===== src/rtl/core/tsuie_pkg.sv =====
// Shared types and constants for the two-set union/intersection engine.
// Used by every module under rtl/core; depends on nothing else.
package tsuie_pkg;

    // Default number of entries in each list.
    localparam int unsigned SET_DEPTH_DEF = 32;

    // Width of one stored element.
    localparam int unsigned ELEM_W = 32;

    // Operation codes carried on the input op field.
    typedef enum logic [2:0] {
        OP_INS_A = 3'd0,
        OP_INS_B = 3'd1,
        OP_UNION = 3'd2,
        OP_ISECT = 3'd3,
        OP_COMPL = 3'd4
    } t_op;

    // Status codes of one result transaction.
    typedef enum logic [1:0] {
        ST_QUERY = 2'd0,
        ST_OK    = 2'd1,
        ST_FULL  = 2'd2
    } t_status;

    // One result transaction as it travels to the output register.
    typedef struct packed {
        logic signed [ELEM_W-1:0] element;
        logic                     is_empty;
        t_status                  status;
        logic                     last;
    } t_result;

endpackage


===== src/rtl/core/two_set_union_intersection_engine.sv =====
// Top level of the two-set union/intersection engine: sequencer and list counts.
// Depends on tsuie_pkg, tsuie_mem and tsuie_obuf.
//
//   Channel   Direction  Handshake                  Payload
//   input     sink       i_in_valid / o_in_stall    i_op, i_value
//   output    source     o_out_valid / i_out_stall  o_element, o_is_empty, o_status, o_last
//
// One input transaction is processed at a time; o_in_stall is high until its last
// result is in the output register. A query reads the source list entry by entry and
// compares each entry with the entries of the other list one at a time, set by the
// single read port of each list memory. Reset is synchronous and clears the counts
// and the sequencer, not the memories. A full output register stalls the sequencer
// only when it has a result to push.
module two_set_union_intersection_engine #(
    parameter int unsigned SET_DEPTH = tsuie_pkg::SET_DEPTH_DEF
) (
    input  logic                                   i_clk,
    input  logic                                   i_rst_n,
    input  logic                                   i_in_valid,
    output logic                                   o_in_stall,
    input  logic [2:0]                             i_op,
    input  logic signed [tsuie_pkg::ELEM_W-1:0]    i_value,
    output logic                                   o_out_valid,
    input  logic                                   i_out_stall,
    output logic signed [tsuie_pkg::ELEM_W-1:0]    o_element,
    output logic                                   o_is_empty,
    output logic [1:0]                             o_status,
    output logic                                   o_last
);

    localparam int unsigned AW = (SET_DEPTH > 1) ? $clog2(SET_DEPTH) : 1;
    localparam int unsigned CW = $clog2(SET_DEPTH + 1);
    localparam logic [CW-1:0] FULL_CNT = CW'(SET_DEPTH);

    typedef enum logic [2:0] {
        S_IDLE,
        S_ACK,
        S_OREAD,
        S_OLATCH,
        S_INNER,
        S_EMIT,
        S_FINISH
    } t_state;

    t_state                        r_state, n_state;
    logic [CW-1:0]                 r_cnt_a, n_cnt_a;
    logic [CW-1:0]                 r_cnt_b, n_cnt_b;
    logic [CW-1:0]                 r_i, n_i;
    logic [CW-1:0]                 r_j, n_j;
    logic                          r_jv, n_jv;
    logic                          r_src_b, n_src_b;
    logic                          r_copy, n_copy;
    logic                          r_want, n_want;
    logic                          r_pv, n_pv;
    logic [tsuie_pkg::ELEM_W-1:0]  r_pend, n_pend;
    logic [tsuie_pkg::ELEM_W-1:0]  r_cand, n_cand;
    tsuie_pkg::t_status            r_ack, n_ack;

    logic                          in_acc;
    logic                          we_a, we_b;
    logic [AW-1:0]                 a_raddr, b_raddr;
    logic [tsuie_pkg::ELEM_W-1:0]  a_rdata, b_rdata;
    logic [tsuie_pkg::ELEM_W-1:0]  src_rdata, oth_rdata;
    logic [CW-1:0]                 src_cnt, oth_cnt;
    logic                          hit;
    logic                          push;
    tsuie_pkg::t_result            push_data;
    logic                          ob_ready;
    tsuie_pkg::t_result            ob_data;

    assign o_in_stall = (r_state != S_IDLE);
    assign in_acc     = i_in_valid && !o_in_stall;

    // Source and other list selection for the running query.
    assign src_cnt   = r_src_b ? r_cnt_b : r_cnt_a;
    assign oth_cnt   = r_src_b ? r_cnt_a : r_cnt_b;
    assign src_rdata = r_src_b ? b_rdata : a_rdata;
    assign oth_rdata = r_src_b ? a_rdata : b_rdata;
    assign a_raddr   = r_src_b ? r_j[AW-1:0] : r_i[AW-1:0];
    assign b_raddr   = r_src_b ? r_i[AW-1:0] : r_j[AW-1:0];
    assign hit       = r_jv && (oth_rdata == r_cand);

    // Inserts write only while idle and queries use read data only while busy, so no
    // read that a query uses meets a write to the same entry of a memory.
    assign we_a = in_acc && (i_op == tsuie_pkg::OP_INS_A) && (r_cnt_a != FULL_CNT);
    assign we_b = in_acc && (i_op == tsuie_pkg::OP_INS_B) && (r_cnt_b != FULL_CNT);

    tsuie_mem #(
        .DEPTH (SET_DEPTH),
        .AW    (AW)
    ) u_mem_a (
        .i_clk   (i_clk),
        .i_we    (we_a),
        .i_waddr (r_cnt_a[AW-1:0]),
        .i_wdata (i_value),
        .i_raddr (a_raddr),
        .o_rdata (a_rdata)
    );

    tsuie_mem #(
        .DEPTH (SET_DEPTH),
        .AW    (AW)
    ) u_mem_b (
        .i_clk   (i_clk),
        .i_we    (we_b),
        .i_waddr (r_cnt_b[AW-1:0]),
        .i_wdata (i_value),
        .i_raddr (b_raddr),
        .o_rdata (b_rdata)
    );

    // Sequencer next state. A found element waits in the pending register so
    // that the final one can be sent with last set.
    always_comb begin
        n_state   = r_state;
        n_cnt_a   = r_cnt_a;
        n_cnt_b   = r_cnt_b;
        n_i       = r_i;
        n_j       = r_j;
        n_jv      = r_jv;
        n_src_b   = r_src_b;
        n_copy    = r_copy;
        n_want    = r_want;
        n_pv      = r_pv;
        n_pend    = r_pend;
        n_cand    = r_cand;
        n_ack     = r_ack;
        push      = 1'b0;
        push_data = '{element: r_pend, is_empty: 1'b0,
                      status: tsuie_pkg::ST_QUERY, last: 1'b0};
        case (r_state)
            S_IDLE: begin
                if (in_acc) begin
                    n_i  = '0;
                    n_pv = 1'b0;
                    case (i_op)
                        tsuie_pkg::OP_INS_A: begin
                            n_state = S_ACK;
                            if (r_cnt_a == FULL_CNT) begin
                                n_ack = tsuie_pkg::ST_FULL;
                            end else begin
                                n_ack   = tsuie_pkg::ST_OK;
                                n_cnt_a = r_cnt_a + CW'(1);
                            end
                        end
                        tsuie_pkg::OP_INS_B: begin
                            n_state = S_ACK;
                            if (r_cnt_b == FULL_CNT) begin
                                n_ack = tsuie_pkg::ST_FULL;
                            end else begin
                                n_ack   = tsuie_pkg::ST_OK;
                                n_cnt_b = r_cnt_b + CW'(1);
                            end
                        end
                        tsuie_pkg::OP_UNION: begin
                            n_state = S_OREAD;
                            n_src_b = 1'b1;
                            n_copy  = 1'b1;
                            n_want  = 1'b0;
                        end
                        tsuie_pkg::OP_ISECT: begin
                            n_state = S_OREAD;
                            n_src_b = 1'b0;
                            n_copy  = 1'b0;
                            n_want  = 1'b1;
                        end
                        tsuie_pkg::OP_COMPL: begin
                            n_state = S_OREAD;
                            n_src_b = 1'b1;
                            n_copy  = 1'b0;
                            n_want  = 1'b0;
                        end
                        default: begin
                            n_state = S_IDLE;
                        end
                    endcase
                end
            end
            S_ACK: begin
                push      = 1'b1;
                push_data = '{element: '0, is_empty: 1'b0, status: r_ack, last: 1'b1};
                if (ob_ready) begin
                    n_state = S_IDLE;
                end
            end
            S_OREAD: begin
                if (r_i >= src_cnt) begin
                    if (r_copy) begin
                        // Union: B has been copied, now filter A against B.
                        n_copy  = 1'b0;
                        n_src_b = 1'b0;
                        n_i     = '0;
                    end else begin
                        n_state = S_FINISH;
                    end
                end else begin
                    n_state = S_OLATCH;
                end
            end
            S_OLATCH: begin
                n_cand = src_rdata;
                if (r_copy) begin
                    n_state = S_EMIT;
                end else begin
                    n_j     = '0;
                    n_jv    = 1'b0;
                    n_state = S_INNER;
                end
            end
            S_INNER: begin
                // Compare the returned entry while the next read is issued.
                if (hit || (r_j >= oth_cnt)) begin
                    n_jv = 1'b0;
                    if (hit == r_want) begin
                        n_state = S_EMIT;
                    end else begin
                        n_i     = r_i + CW'(1);
                        n_state = S_OREAD;
                    end
                end else begin
                    n_j  = r_j + CW'(1);
                    n_jv = 1'b1;
                end
            end
            S_EMIT: begin
                push = r_pv;
                if (!r_pv || ob_ready) begin
                    n_pv    = 1'b1;
                    n_pend  = r_cand;
                    n_i     = r_i + CW'(1);
                    n_state = S_OREAD;
                end
            end
            S_FINISH: begin
                push = 1'b1;
                if (r_pv) begin
                    push_data.last = 1'b1;
                end else begin
                    push_data = '{element: '0, is_empty: 1'b1,
                                  status: tsuie_pkg::ST_QUERY, last: 1'b1};
                end
                if (ob_ready) begin
                    n_pv    = 1'b0;
                    n_state = S_IDLE;
                end
            end
            default: begin
                n_state = S_IDLE;
            end
        endcase
    end

    // Sequencer and count registers.
    always_ff @(posedge i_clk) begin
        if (!i_rst_n) begin
            r_state <= S_IDLE;
            r_cnt_a <= '0;
            r_cnt_b <= '0;
            r_pv    <= 1'b0;
            r_jv    <= 1'b0;
            r_i     <= '0;
            r_j     <= '0;
            r_src_b <= 1'b0;
            r_copy  <= 1'b0;
            r_want  <= 1'b0;
            r_ack   <= tsuie_pkg::ST_QUERY;
        end else begin
            r_state <= n_state;
            r_cnt_a <= n_cnt_a;
            r_cnt_b <= n_cnt_b;
            r_pv    <= n_pv;
            r_jv    <= n_jv;
            r_i     <= n_i;
            r_j     <= n_j;
            r_src_b <= n_src_b;
            r_copy  <= n_copy;
            r_want  <= n_want;
            r_ack   <= n_ack;
        end
        r_pend <= n_pend;
        r_cand <= n_cand;
    end

    tsuie_obuf u_obuf (
        .i_clk   (i_clk),
        .i_rst_n (i_rst_n),
        .i_push  (push),
        .i_data  (push_data),
        .o_ready (ob_ready),
        .o_valid (o_out_valid),
        .i_stall (i_out_stall),
        .o_data  (ob_data)
    );

    assign o_element  = ob_data.element;
    assign o_is_empty = ob_data.is_empty;
    assign o_status   = ob_data.status;
    assign o_last     = ob_data.last;

    // A list count never passes the list depth.
    a_cnt_bound: assert property (@(posedge i_clk) disable iff (!i_rst_n)
        (r_cnt_a <= FULL_CNT) && (r_cnt_b <= FULL_CNT))
        else $error("list count exceeds depth");

    // No element is left pending once the sequencer is idle.
    a_pend_idle: assert property (@(posedge i_clk) disable iff (!i_rst_n)
        (r_state == S_IDLE) |-> !r_pv)
        else $error("pending element left behind at idle");

    // An accepted insert is acknowledged from the next cycle on.
    a_ins_ack: assert property (@(posedge i_clk) disable iff (!i_rst_n)
        (in_acc && ((i_op == tsuie_pkg::OP_INS_A) || (i_op == tsuie_pkg::OP_INS_B)))
        |=> (r_state == S_ACK))
        else $error("insert not acknowledged");

    // An insert into list A that finds room grows its count by exactly one.
    a_ins_grow: assert property (@(posedge i_clk) disable iff (!i_rst_n)
        we_a |=> (r_cnt_a == $past(r_cnt_a) + CW'(1)))
        else $error("count of list A did not advance on insert");

endmodule


===== src/rtl/core/tsuie_mem.sv =====
// Single list store: one write port and one read port, read data registered.
// Depends on tsuie_pkg for the element width.
module tsuie_mem #(
    parameter int unsigned DEPTH = tsuie_pkg::SET_DEPTH_DEF,
    parameter int unsigned AW    = (DEPTH > 1) ? $clog2(DEPTH) : 1
) (
    input  logic                            i_clk,
    input  logic                            i_we,
    input  logic [AW-1:0]                   i_waddr,
    input  logic [tsuie_pkg::ELEM_W-1:0]    i_wdata,
    input  logic [AW-1:0]                   i_raddr,
    output logic [tsuie_pkg::ELEM_W-1:0]    o_rdata
);

    logic [tsuie_pkg::ELEM_W-1:0] r_mem [DEPTH];

    // Write port.
    always_ff @(posedge i_clk) begin
        if (i_we) begin
            r_mem[i_waddr] <= i_wdata;
        end
    end

    // Read port with registered read data.
    always_ff @(posedge i_clk) begin
        o_rdata <= r_mem[i_raddr];
    end

endmodule


===== src/rtl/core/tsuie_obuf.sv =====
// Output register that holds one result transaction until the sink takes it.
// Depends on tsuie_pkg for the result structure.
module tsuie_obuf (
    input  logic               i_clk,
    input  logic               i_rst_n,
    input  logic               i_push,
    input  tsuie_pkg::t_result i_data,
    output logic               o_ready,
    output logic               o_valid,
    input  logic               i_stall,
    output tsuie_pkg::t_result o_data
);

    logic               r_valid;
    tsuie_pkg::t_result r_data;

    // The register can load when it is empty or being drained this cycle.
    assign o_ready = !r_valid || !i_stall;
    assign o_valid = r_valid;
    assign o_data  = r_data;

    // Valid flag.
    always_ff @(posedge i_clk) begin
        if (!i_rst_n) begin
            r_valid <= 1'b0;
        end else if (o_ready) begin
            r_valid <= i_push;
        end
    end

    // Payload holds while stalled.
    always_ff @(posedge i_clk) begin
        if (o_ready && i_push) begin
            r_data <= i_data;
        end
    end

endmodule


===== config.mk =====
export PLATFORM = sky130hd
export DESIGN_NAME = two_set_union_intersection_engine
export DESIGN_NICKNAME = d
export VERILOG_FILES = /design/src/rtl/core/tsuie_pkg.sv /design/src/rtl/core/two_set_union_intersection_engine.sv /design/src/rtl/core/tsuie_mem.sv /design/src/rtl/core/tsuie_obuf.sv
export SDC_FILE = /design/constraint.sdc
export NUM_CORES = 2
export LEC_CHECK = 0
export BUFFER_PORTS_ARGS = -buffer_cell sky130_fd_sc_hd__buf_2
export CORE_MARGIN = 3
export CORE_UTILIZATION = 55
export DETAILED_ROUTE_END_ITERATION = 10
export PLACE_DENSITY = 0.68
export REMOVE_ABC_BUFFERS = 1
export SLEW_MARGIN = 15
export SYNTH_ARGS = -nofsm -noshare
export SYNTH_HDL_FRONTEND = slang
export SYNTH_SLANG_ARGS = --single-unit

===== constraint.sdc =====
create_clock -name i_clk -period 4.7 [get_ports i_clk]
set_input_delay 0 -clock i_clk [delete_from_list [all_inputs] [get_ports i_clk]]
set_output_delay 0 -clock i_clk [all_outputs]
set_load 0.005 [all_outputs]

==> impl_metrics.json <==
{
  "cts_tree": "built",
  "root_buffer": "clkbuf_16",
  "pwr-share-clk": 0.398,
  "die_h_um": 403,
  "synth_area_leaders": "edfxtp_1, mux4_2, nand2_1, dfxtp_1, nand3_1",
  "max_clock_freq_mhz": 276,
  "mostFrequentLayoutCell": "edfxtp_1",
  "drc": 0,
  "path_max_fanout": 30,
  "syn_area_per_cell_um2": 19.4,
  "postPlaceCellArea_um2": 91000,
  "period_share": 0.770,
  "ys_ff_latch": 2247,
  "finalSetupViolCount": 0,
  "rsz0062_at_grt": "no",
  "fin_util": 0.634,
  "synth-main-ff-cell": "edfxtp_1",
  "worstSetupEndpointType": "flop",
  "swShare": 0.218,
  "max-cap-violations": 0,
  "final_cells": 6972,
  "power_mw": 42.2,
  "die_w_um": 403,
  "skew_ns": 0.0269,
  "dr_total_vias": 44332,
  "crit_required_ns": 5.38,
  "hold_slack_ns": 0.216,
  "worst_slack_ns": 1.08,
  "yosysTopAreaCellShare": 0.746,
  "synth_compound_area_frac": 0.00875,
  "comb_power_share": 0.069,
  "slew_headroom": 0.194,
  "synth_area_leader_cell": "edfxtp_1",
  "p_leak_nw": 32.4,
  "powerDensity_nw_per_um2": 429,
  "ys.warnings.count": 0,
  "grt_pass1_vias": 43557,
  "ant_nets": 0,
  "cts_made_buffers": 214,
  "globalplace.congestion": 0.878,
  "grt-ovfl-total": 0,
  "die_area_um2": 162000,
  "drtIter0Drc": 6048,
  "ios": 77,
  "rows": 144,
  "critical-path-slowest-cell": "dfxtp_4",
  "cts_sinks": 2247,
  "wl_um": 217000,
  "firstDrtPassIters": 5,
  "synth-xor-area-share": 0.00425,
  "synth_area_um2": 86500,
  "path_class": "flop to flop",
  "synthToLayoutAreaGrowth_pct": 13.7,
  "peakVddDrop_v": 0.000334,
  "track_usage": 0.270,
  "vias_per_cell": 6.36,
  "fp.coreArea_um2": 155000,
  "antenna_found_initial": 19,
  "synth_edf_count": 2148,
  "io_buffers": 76,
  "grt_pass1_wl_um": 313000,
  "worstMarginPinSlew_ns": 1.18,
  "seqPwrFrac": 0.532,
  "seq_area_frac_synth": 0.769,
  "fill_cells": 10421,
  "path_clk_slew_ns": 0.07,
  "final_nets": 4799,
  "start_util": 0.557,
  "drv_slew": 0,
  "final_cell_mix": "edfxtp_1, nand2_1, mux4_2",
  "cp-start-kind": "flop",
  "cts_max_level": 4,
  "hold_viol_final": 0,
  "crit_family": "compound AO/OA/AOI/OAI gates",
  "finalInstanceArea_um2": 98300,
  "synthSimpleGateAreaFrac": 0.0580,
  "yosys.area_share.adder": 0.00318,
  "insertion_delay_ns": 0.84,
  "yosysUniqueCellTypes": 57,
  "p_int_mw": 33.0,
  "synthMuxAreaShare": 0.145,
  "fin_setup_tns_ns": 0,
  "crit_arrival_ns": 4.29,
  "cts_buffer_depth": 3,
  "min_period_ns": 3.62,
  "p_switching_mw": 9.20,
  "dp_slack_ns": 1.09,
  "grt_max_degree": 65,
  "drive_above_1_share": 0.247,
  "hp-class": "input pin to flop",
  "slowest_delay_ns": 0.67,
  "critPathBufInv": 2,
  "syn_inst": 4447,
  "synth_top_family_by_area": "multiplexers",
  "dpl.cell_count": 6524,
  "worstPathCellList": "buf_4 -> buf_4 -> nand2_1 -> o21ai_0 -> ha_1 -> nand2b_1 -> a21o_1 -> a21o_1 -> a211o_1 -> a31oi_1 -> o21ai_1 -> nor4b_1 -> a211oi_1",
  "outcome": "finished, final reports clean",
  "wl_per_cell_um": 31.1,
  "post-dp-hpwl_um": 123000,
  "cts_resized": 0,
  "async_flop_share": 0
}
[synthesized netlist by cell type (3+ instances only)]
cell type,n
inv_1,14
xnor2_1,37
nand2b_1,4
buf_1,38
nand3_1,333
nor3_1,7
ha_1,22
xor2_1,5
edfxtp_1,2148
nand3b_1,5
or3_1,5
a21o_1,4
o21ai_0,16
nor2_1,98
mux4_2,512
or3b_2,4
mux2_2,36
o311ai_0,3
a21oi_1,18
nand2_1,615
nor2b_1,4
mux2i_1,57
buf_2,54
a31oi_1,3
nor4_1,5
o21ai_1,70
buf_6,3
and2_1,35
clkbuf_1,143
nor4_2,3
and3_1,10
dfxtp_1,99
nand4b_1,4
nand4_1,4
[final cells by class]
| type | count | area, um2 | share of cell area |
|---|---|---|---|
| multi-input combinational | 1947 | 19600 | 0.199 |
| sequential | 2247 | 66500 | 0.677 |
| inverter | 14 | 52.6 | 0.000535 |
| clock inverter | 119 | 966 | 0.00983 |
| antenna | 6 | 15.0 | 0.000153 |
| timing repair buffer | 314 | 2720 | 0.0276 |
| clock buffer | 281 | 5900 | 0.0600 |
| tap | 2044 | 2560 | 0.0260 |
[flip-flops by register name (all words and copies together), names as in the netlist, 32 cells and up]
name and flops:
r_cand 32, u_mem_b.r_mem 1024, u_mem_b.o_rdata 32, u_mem_a.r_mem 1024
u_mem_a.o_rdata 32, u_obuf.o_data 36, r_pend 32
[power by group through the flow]
stage | clock network [mW] | logic, mW | registers, mW
CTS | 17.0 | 2.95 | 22.5
floorplan | 0 | 2.65 | 22.8
detailed placement | 0 | 2.90 | 22.9
global placement | 0 | 2.87 | 22.9
finish | 16.8 | 2.93 | 22.5
global route | 17.8 | 3.14 | 22.5
[worst paths after layout]
path                                             from  slack (ns)                     endpoint  cells past startpoint
worst max-delay path             r_src_b$_SDFFE_PN0P_        1.08      r_state[0]$_SDFFE_PN0P_                     13
worst min-delay path                      i_out_stall        0.22  u_obuf.o_valid$_SDFFE_PN0P_                      4
worst max register to register   r_src_b$_SDFFE_PN0P_        1.08      r_state[0]$_SDFFE_PN0P_                     13
worst min register to register  r_ack[0]$_SDFFE_PN0P_        0.47        r_ack[0]$_SDFFE_PN0P_                      2
[worst min-delay path, stage by stage]
cell and delay, ns:
dlygate4sd3_1 0.62, buf_2 0.20, nand2_1 0.09, a21oi_1 0.07
[kinds of logic after synthesis]
| logic type | Yosys count |
|---|---|
| xor+xnor | 42 |
| flops | 2247 |
| simple gates | 1144 |
| compound gates | 132 |
| mux | 607 |
| buf+inv | 253 |
| fa+ha+maj | 22 |
[metal layers]
| metal | vias up | wire length (um) | GRT usage |
|---|---|---|---|
| met3 | 275 | 23400 | 0.0665 |
| li1 | 18359 | - | - |
| met4 | 2 | 5460 | 0.0721 |
| met5 | - | 13 | 0 |
| met2 | 2397 | 99100 | 0.398 |
| met1 | 23299 | 88900 | 0.411 |
[repair_timing]
item / CTS / global route
buffers inserted: 0 / 0
endpoints found under the setup margin: 0 / 0
endpoints found under the hold margin: 2095 / 0
hold buffers: 42 / 0
Power figures use the tool's default switching activity.
